## src/rtl/deqc_pkg.sv

```systemverilog
`timescale 1ns / 1ps

package deqc_pkg;

  // Field widths of the stream payloads
  localparam int unsigned REQ_W      = 3;
  localparam int unsigned VALUE_W    = 32;
  localparam int unsigned STATUS_W   = 2;
  localparam int unsigned CNT_OUT_W  = 7;
  localparam int unsigned IN_DATA_W  = 32;
  localparam int unsigned OUT_USER_W = 2;
  localparam int unsigned OUT_DATA_W = 48;

  // Request codes carried on in_tuser
  typedef enum logic [REQ_W-1:0] {
    REQ_PUSH_FRONT = 3'd0,
    REQ_PUSH_BACK  = 3'd1,
    REQ_POP_FRONT  = 3'd2,
    REQ_POP_BACK   = 3'd3,
    REQ_COUNT      = 3'd4
  } req_kind_t;

  // Result status carried on out_tuser
  typedef enum logic [STATUS_W-1:0] {
    STAT_OK    = 2'd0,
    STAT_EMPTY = 2'd1,
    STAT_FULL  = 2'd2
  } status_t;

endpackage

```

## src/rtl/double_ended_queue_with_count_core.sv

```systemverilog
`timescale 1ns / 1ps

// Bounded double-ended queue of signed 32-bit values held in a ring buffer.
// Input channel: in_tuser carries the request code (push front, push back,
// pop front, pop back, count matches), in_tdata the value. Result channel:
// out_tuser carries the status, out_tdata the popped value, the match count
// and the occupancy after the request. Exactly one result per request.
// Pushes, failed pops, empty counts and unused codes load the result
// register directly; a successful pop first waits in ST_POP for its
// registered RAM read; a count over N stored entries stays in ST_COUNT
// while the single comparator walks the ring buffer one RAM read per cycle.
// One push is taken per cycle while the output register is free or being
// drained; in_tready is low while a pop or count is in progress.
// Reset empties the queue (front index and entry count cleared); the RAM
// contents are not cleared, since only pushed entries are ever read.
// A result waits in the output register while out_tready is low; a new
// request is taken only when that register is free or being drained.
module double_ended_queue_with_count_core
  import deqc_pkg::*;
#(
  parameter int unsigned DEPTH = 64
) (
  input  logic                  clk,
  input  logic                  rst_n,
  // in_tuser: req_type[2:0]
  input  logic [REQ_W-1:0]      in_tuser,
  // in_tdata: value[31:0]
  input  logic [IN_DATA_W-1:0]  in_tdata,
  input  logic                  in_tvalid,
  output logic                  in_tready,
  // out_tuser: status[1:0]
  output logic [OUT_USER_W-1:0] out_tuser,
  // out_tdata: popped_value[31:0], match_count[38:32], occupancy[45:39], zeros[47:46]
  output logic [OUT_DATA_W-1:0] out_tdata,
  output logic                  out_tvalid,
  input  logic                  out_tready
);

  localparam int unsigned AW = (DEPTH > 1) ? $clog2(DEPTH) : 1;
  localparam int unsigned CW = $clog2(DEPTH + 1);
  localparam int unsigned SW = AW + 1;
  localparam logic [SW-1:0] DEPTH_S = SW'(DEPTH);
  localparam logic [AW-1:0] LAST_A  = AW'(DEPTH - 1);
  localparam logic [CW-1:0] DEPTH_C = CW'(DEPTH);

  typedef enum logic [1:0] {
    ST_IDLE,
    ST_POP,
    ST_COUNT
  } state_t;

  state_t                state_r, state_nxt;
  logic [AW-1:0]         front_r, front_nxt;
  logic [CW-1:0]         count_r, count_nxt;
  logic [AW-1:0]         walk_r, walk_nxt;
  logic [CW-1:0]         left_r, left_nxt;
  logic [CW-1:0]         match_r, match_nxt;
  logic [VALUE_W-1:0]    key_r, key_nxt;
  logic                  out_valid_r, out_valid_nxt;
  status_t               out_status_r, out_status_nxt;
  logic [VALUE_W-1:0]    out_pop_r, out_pop_nxt;
  logic [CW-1:0]         out_match_r, out_match_nxt;
  logic [CW-1:0]         out_occ_r, out_occ_nxt;

  logic                  in_fire;
  req_kind_t             req_kind;
  logic [VALUE_W-1:0]    req_value;
  logic                  is_full;
  logic                  is_empty;
  logic [AW-1:0]         front_inc;
  logic [AW-1:0]         front_dec;
  logic [AW-1:0]         back_slot;
  logic [AW-1:0]         last_slot;
  logic                  hit;
  logic [CW-1:0]         match_sum;

  logic                  wr_en;
  logic [AW-1:0]         wr_addr;
  logic [AW-1:0]         rd_addr;
  logic [VALUE_W-1:0]    rd_data;

  // Step a ring index forward with wrap
  function automatic logic [AW-1:0] wrap_inc(input logic [AW-1:0] ptr);
    wrap_inc = (ptr == LAST_A) ? '0 : AW'(ptr + 1'b1);
  endfunction

  // Front plus an offset below DEPTH, wrapped by one compare and subtract
  function automatic logic [AW-1:0] wrap_add(input logic [AW-1:0] base,
                                             input logic [AW-1:0] off);
    logic [SW-1:0] sum;
    sum = SW'(base) + SW'(off);
    if (sum >= DEPTH_S) begin
      sum = sum - DEPTH_S;
    end
    wrap_add = sum[AW-1:0];
  endfunction

  assign in_fire   = in_tvalid & in_tready;
  assign req_kind  = req_kind_t'(in_tuser);
  assign req_value = in_tdata[VALUE_W-1:0];
  assign is_full   = (count_r == DEPTH_C);
  assign is_empty  = (count_r == '0);

  // Ring addresses around the current front
  assign front_inc = wrap_inc(front_r);
  assign front_dec = (front_r == '0) ? LAST_A : AW'(front_r - 1'b1);
  assign back_slot = wrap_add(front_r, AW'(count_r));
  assign last_slot = wrap_add(front_r, AW'(count_r - 1'b1));

  // Shared comparator for the count walk
  assign hit       = (rd_data == key_r);
  assign match_sum = match_r + CW'(hit);

  assign in_tready = (state_r == ST_IDLE) && (!out_valid_r || out_tready);

  deqc_ram #(
    .WIDTH (VALUE_W),
    .DEPTH (DEPTH)
  ) u_store (
    .clk     (clk),
    .wr_en   (wr_en),
    .wr_addr (wr_addr),
    .wr_data (req_value),
    .rd_addr (rd_addr),
    .rd_data (rd_data)
  );

  // Sequencer: take a request, run its RAM accesses, load the result
  always_comb begin
    state_nxt      = state_r;
    front_nxt      = front_r;
    count_nxt      = count_r;
    walk_nxt       = walk_r;
    left_nxt       = left_r;
    match_nxt      = match_r;
    key_nxt        = key_r;
    out_valid_nxt  = out_valid_r & ~out_tready;
    out_status_nxt = out_status_r;
    out_pop_nxt    = out_pop_r;
    out_match_nxt  = out_match_r;
    out_occ_nxt    = out_occ_r;
    wr_en          = 1'b0;
    wr_addr        = back_slot;
    rd_addr        = front_r;

    case (state_r)
      ST_IDLE: begin
        if (in_fire) begin
          // Default result: ok, nothing popped, no matches, occupancy held
          out_valid_nxt  = 1'b1;
          out_status_nxt = STAT_OK;
          out_pop_nxt    = '0;
          out_match_nxt  = '0;
          out_occ_nxt    = count_r;
          case (req_kind)
            REQ_PUSH_FRONT: begin
              if (is_full) begin
                out_status_nxt = STAT_FULL;
              end else begin
                wr_en       = 1'b1;
                wr_addr     = front_dec;
                front_nxt   = front_dec;
                count_nxt   = count_r + 1'b1;
                out_occ_nxt = count_r + 1'b1;
              end
            end
            REQ_PUSH_BACK: begin
              if (is_full) begin
                out_status_nxt = STAT_FULL;
              end else begin
                wr_en       = 1'b1;
                wr_addr     = back_slot;
                count_nxt   = count_r + 1'b1;
                out_occ_nxt = count_r + 1'b1;
              end
            end
            REQ_POP_FRONT: begin
              if (is_empty) begin
                out_status_nxt = STAT_EMPTY;
              end else begin
                out_valid_nxt = 1'b0;
                rd_addr       = front_r;
                front_nxt     = front_inc;
                count_nxt     = count_r - 1'b1;
                state_nxt     = ST_POP;
              end
            end
            REQ_POP_BACK: begin
              if (is_empty) begin
                out_status_nxt = STAT_EMPTY;
              end else begin
                out_valid_nxt = 1'b0;
                rd_addr       = last_slot;
                count_nxt     = count_r - 1'b1;
                state_nxt     = ST_POP;
              end
            end
            REQ_COUNT: begin
              if (!is_empty) begin
                out_valid_nxt = 1'b0;
                rd_addr       = front_r;
                walk_nxt      = front_inc;
                left_nxt      = count_r;
                match_nxt     = '0;
                key_nxt       = req_value;
                state_nxt     = ST_COUNT;
              end
            end
            default: begin
              // Unused codes: ok result, queue untouched
            end
          endcase
        end
      end

      ST_POP: begin
        // Read data is back: hand the popped value out
        out_valid_nxt  = 1'b1;
        out_status_nxt = STAT_OK;
        out_pop_nxt    = rd_data;
        out_match_nxt  = '0;
        out_occ_nxt    = count_r;
        state_nxt      = ST_IDLE;
      end

      ST_COUNT: begin
        // Compare one entry per cycle and advance the walk
        rd_addr  = walk_r;
        walk_nxt = wrap_inc(walk_r);
        left_nxt = left_r - 1'b1;
        if (left_r == CW'(1)) begin
          out_valid_nxt  = 1'b1;
          out_status_nxt = STAT_OK;
          out_pop_nxt    = '0;
          out_match_nxt  = match_sum;
          out_occ_nxt    = count_r;
          state_nxt      = ST_IDLE;
        end else begin
          match_nxt = match_sum;
        end
      end

      default: begin
        state_nxt = ST_IDLE;
      end
    endcase
  end

  // Hold state, queue pointers and the output register
  always_ff @(posedge clk) begin
    if (!rst_n) begin
      state_r     <= ST_IDLE;
      front_r     <= '0;
      count_r     <= '0;
      out_valid_r <= 1'b0;
    end else begin
      state_r     <= state_nxt;
      front_r     <= front_nxt;
      count_r     <= count_nxt;
      out_valid_r <= out_valid_nxt;
    end
    walk_r       <= walk_nxt;
    left_r       <= left_nxt;
    match_r      <= match_nxt;
    key_r        <= key_nxt;
    out_status_r <= out_status_nxt;
    out_pop_r    <= out_pop_nxt;
    out_match_r  <= out_match_nxt;
    out_occ_r    <= out_occ_nxt;
  end

  assign out_tvalid = out_valid_r;
  assign out_tuser  = out_status_r;
  assign out_tdata  = {2'b00, CNT_OUT_W'(out_occ_r), CNT_OUT_W'(out_match_r), out_pop_r};

  // Entry count never passes the ring size
  a_count_bound: assert property (@(posedge clk) disable iff (!rst_n)
    count_r <= DEPTH_C)
    else $error("entry count above depth");

  // A pending pop or count never finds the output register occupied
  a_out_free: assert property (@(posedge clk) disable iff (!rst_n)
    (state_r == ST_POP || state_r == ST_COUNT) |-> !out_valid_r)
    else $error("output register busy during multi-cycle request");

  // A successful push grows the queue by one
  a_push_grows: assert property (@(posedge clk) disable iff (!rst_n)
    (in_fire && !is_full &&
     (req_kind == REQ_PUSH_FRONT || req_kind == REQ_PUSH_BACK))
    |=> count_r == $past(count_r) + 1'b1)
    else $error("push did not grow the queue");

  // Matches found so far never exceed the entries held, and the walk always has entries left
  a_match_bound: assert property (@(posedge clk) disable iff (!rst_n)
    (state_r == ST_COUNT) |-> (match_r <= count_r && left_r != '0))
    else $error("count walk out of range");

endmodule

```

## src/rtl/deqc_ram.sv

```systemverilog
`timescale 1ns / 1ps

module deqc_ram #(
  parameter int unsigned WIDTH = 32,
  parameter int unsigned DEPTH = 64
) (
  input  logic                     clk,
  input  logic                     wr_en,
  input  logic [$clog2(DEPTH)-1:0] wr_addr,
  input  logic [WIDTH-1:0]         wr_data,
  input  logic [$clog2(DEPTH)-1:0] rd_addr,
  output logic [WIDTH-1:0]         rd_data
);

  logic [WIDTH-1:0] mem [DEPTH];

  // Write one word, read one word with registered data
  always_ff @(posedge clk) begin
    if (wr_en) begin
      mem[wr_addr] <= wr_data;
    end
    rd_data <= mem[rd_addr];
  end

endmodule

```

## config.mk

```make
export PLATFORM = sky130hd
export DESIGN_NAME = double_ended_queue_with_count_core
export DESIGN_NICKNAME = d
export VERILOG_FILES = /design/src/rtl/deqc_pkg.sv /design/src/rtl/double_ended_queue_with_count_core.sv /design/src/rtl/deqc_ram.sv
export SDC_FILE = /design/constraint.sdc
export NUM_CORES = 2
export LEC_CHECK = 0
export BUFFER_PORTS_ARGS = -buffer_cell sky130_fd_sc_hd__buf_2
export CAP_MARGIN = 20
export CORE_MARGIN = 5
export CORE_UTILIZATION = 65
export CTS_CLUSTER_DIAMETER = 120
export DETAILED_ROUTE_END_ITERATION = 8
export GPL_ROUTABILITY_DRIVEN = 0
export PLACE_DENSITY = 0.79
export SETUP_SLACK_MARGIN = 0.1
export SYNTH_ARGS = -nofsm -noshare
export SYNTH_HDL_FRONTEND = slang
export SYNTH_HIERARCHICAL = 1
export SYNTH_SLANG_ARGS = --single-unit
```

## constraint.sdc

```tcl
create_clock -name clk -period 10.3 [get_ports clk]
set_input_delay 1.545 -clock clk [delete_from_list [all_inputs] [get_ports clk]]
set_output_delay 1.545 -clock clk [all_outputs]
set_load 0.05 [all_outputs]
```

==> results.json <==
{
  "outcome": "completed",
  "die_h_microns": 372,
  "end_kind": "flop",
  "cts_resized": 0,
  "wl_per_cell_microns": 36.5,
  "drc": 0,
  "reg2reg_to": "u_store/rd_data[13]",
  "skew_ns": 0.0534,
  "whs_ns": 0.581,
  "syn-cell-area_sq_um": 85200,
  "synth-edff-count": 2148,
  "overflow": 0,
  "regToRegSetupSlack_ns": 4.34,
  "numCtsBuffers": 206,
  "via_count": 44800,
  "grt_pass1_vias": 44300,
  "cp-endpoint": "u_store/rd_data[13]",
  "hold_buffers": 0,
  "power_switching_uw": 4490,
  "layout_commonest_cell": "edfxtp_1",
  "place_inst": 5770,
  "n_fill_cell": 6978,
  "clockBufferDepth": 3,
  "coreArea_sq_um": 130000,
  "drive_gt1_frac": 0.245,
  "cp.arrival_ns": 6.81,
  "fin_nets": 4330,
  "cts_tree": "yes",
  "netlist_instances": 4060,
  "crit_fanout": 110,
  "path_class": "in -> reg",
  "min_period_ns": 6.01,
  "pwr-share-comb": 0.076,
  "reg2reg_depth": 13,
  "clockRootBuffer": "clkbuf_16",
  "grt_max_degree": 137,
  "drt_iter0_drc": 7256,
  "instances_no_fill": 6192,
  "postCtsSetupBuffers": 0,
  "rsz0062_at_grt": "no",
  "power_per_cell_area_nw_per_um2": 202,
  "ant_nets": 0,
  "power_switching_share": 0.232,
  "num_io_pins": 91,
  "cts_sinks": 2196,
  "slew_headroom": 0.217,
  "power.internal_uw": 14800,
  "antenna_found_initial": 12,
  "hold_path.class": "reg -> reg",
  "reg2reg_from": "state_r[0]",
  "drv_slew": 0,
  "std_cell_rows": 132,
  "regArea_sq_um": 65500,
  "io_buffers": 88,
  "dominantRegCellSynth": "edfxtp_1",
  "cellLeakagePower_uw": 0.0293,
  "avgSynthCellArea_sq_um": 21.0,
  "dpl_cell_area_sq_um": 87900,
  "drt_pass1_iterations": 8,
  "ys_ff_latch": 2196,
  "hold_viol": 0,
  "tightestPinTransition_ns": 1.17,
  "multi_input_area_sq_um": 18800,
  "grt_pass1_wl_mm": 316,
  "critPathLaunch": "in_tuser[1]",
  "hpwl_mm": 116,
  "viasPerCell": 7.23,
  "total_power_uw": 19300,
  "die_area_sq_um": 138000,
  "fin_area_sq_um": 95400,
  "period_share": 0.583,
  "crit_required_ns": 11.10,
  "ctsHtreeMaxLevel": 4,
  "clkTransAtPathRegs_ns": 0.07,
  "track_usage": 0.323,
  "clock_latency_ns": 0.88,
  "final_cell_mix": "2148 x edfxtp_1, 446 x mux4_2, 208 x clkbuf_16",
  "synth_async_sr_flop_share": 0,
  "synth_cell_type_count": 75,
  "timing.fmax_mhz": 166,
  "p_seq_frac": 0.518,
  "ys_seq_area_frac": 0.768,
  "clock_power_share": 0.405,
  "start_util": 0.656,
  "maxCapViolCount": 0,
  "routed_wl_mm": 226,
  "yosys_warnings": 6,
  "ir_worst_vdd_uv": 210,
  "area_delta_synth_final_pct": 12.0,
  "cp-start-kind": "input port",
  "die_w_microns": 372,
  "setup_tns_ns": 0,
  "setup_viol": 0
}
## per-stage QoR
| step | setup WS, ns | util |
|---|---|---|
| 5_1_grt | 4.17 | 0.734 |
| 3_3_place_gp | 3.93 | 0.676 |
| 6_report | 4.29 | 0.734 |
| 2_1_floorplan | 4.18 | - |
| 4_1_cts | 4.58 | 0.730 |
| 3_5_place_dp | 3.79 | 0.676 |
## flip-flops by register name, indices dropped and copies added, names as in the netlist
name,count
count_r,7
front_r,6
key_r,32
left_r,7
match_r,7
out_match_r,7
out_occ_r,7
out_pop_r,32
out_tuser,2
out_tvalid,1
state_r,2
u_store/mem,2048
u_store/rd_data,32
walk_r,6
## metal layers
| metal | global-route usage | vias up | share of wire |
|---|---|---|---|
| met1 | 0.440 | 22700 | 0.33 |
| met2 | 0.513 | 3917 | 0.48 |
| met4 | 0.133 | 10 | 0.051 |
| met5 | 0 | - | 0.00035 |
| li1 | - | 17400 | - |
| met3 | 0.0795 | 725 | 0.13 |
## how the worst min path moves through the flow
stage                             to  startpoint  slack [ns]  cells past startpoint
after floorplan           state_r[1]  state_r[1]        0.52                      2
after global placement    state_r[1]  state_r[1]        0.57                      2
after detailed placement  state_r[1]  state_r[1]        0.57                      2
after CTS                 state_r[1]  state_r[1]        0.58                      2
after global routing      state_r[1]  state_r[1]        0.62                      2
final                     state_r[1]  state_r[1]        0.58                      2
## synth_stat cells, drive strengths merged, types with 3 or more instances
library cell,count,area [sq um]
a211o,11,96.3
o221ai,16,140
and3,14,87.6
nor4,14,87.6
nand2,66,248
nand3b,7,52.6
a21o,4,30.0
a311o,12,120
or3b,3,26.3
o211ai,15,113
a22o,13,114
ha,25,313
o22ai,43,269
dfxtp,48,961
a221oi,5,43.8
o22a,12,105
a22oi,129,968
nand2b,14,90.1
o21ai,57,285
and2,39,244
edfxtp,2148,64500
clkbuf,95,358
nand4,6,37.5
nor3,15,85.1
xor2,52,455
nand4b,3,26.3
a31oi,26,163
mux4,446,10000
nor2,122,458
nand3,62,310
a311oi,8,70.1
a21oi,61,309
a211oi,26,195
a222oi,5,50.1
inv,23,86.3
or3,5,31.3
xnor2,20,175
a2111oi,3,45.1
nor2b,20,125
and4,5,43.8
buf,138,1040
or2,9,58.8
mux2i,191,1910
## layout make-up
| type | instances | share of cell area |
|---|---|---|
| Clock inverter | 142 | 0.0159 |
| Antenna cell | 4 | 0.000105 |
| Multi-Input combinational cell | 1609 | 0.197 |
| Tap cell | 1742 | 0.0228 |
| Clock buffer | 248 | 0.0570 |
| Sequential cell | 2196 | 0.686 |
| Timing Repair Buffer | 228 | 0.0197 |
| Inverter | 23 | 0.00115 |
## power groups by stage
| stage | sequential, uW | clock, uW | combinational (uW) |
|---|---|---|---|
| after floorplan | 10200 | 0 | 833 |
| after global placement | 10200 | 0 | 1370 |
| after detailed placement | 10200 | 0 | 1390 |
| after CTS | 10000 | 7840 | 1420 |
| after global routing | 10000 | 8300 | 1540 |
| final | 10000 | 7820 | 1480 |
## logic make-up after synthesis
kind of cell	count (synthesis)	synth area share
multiplexers	639	0.141
buffers and inverters	256	0.0174
other	1	0.0000440
AO/OA/AOI/OAI	460	0.0380
AND/OR/NAND/NOR	409	0.0243
XOR/XNOR	72	0.00740
adder cells (fa/ha/maj)	27	0.00414
flip-flops	2196	0.768
## critical path, cell delays in order
cell and delay (ns):
buf_2 0.26, nor2b_1 0.61, nand2_1 0.15, nor3_2 0.42, a21oi_2 0.12, a222oi_1 0.63, inv_8 0.38, buf_12 0.38
nand2_1 0.51, buf_4 0.36, o221ai_1 0.17, o21ai_0 0.88, and3_1 0.27
No activity file was read; power rests on OpenSTA's default activity.
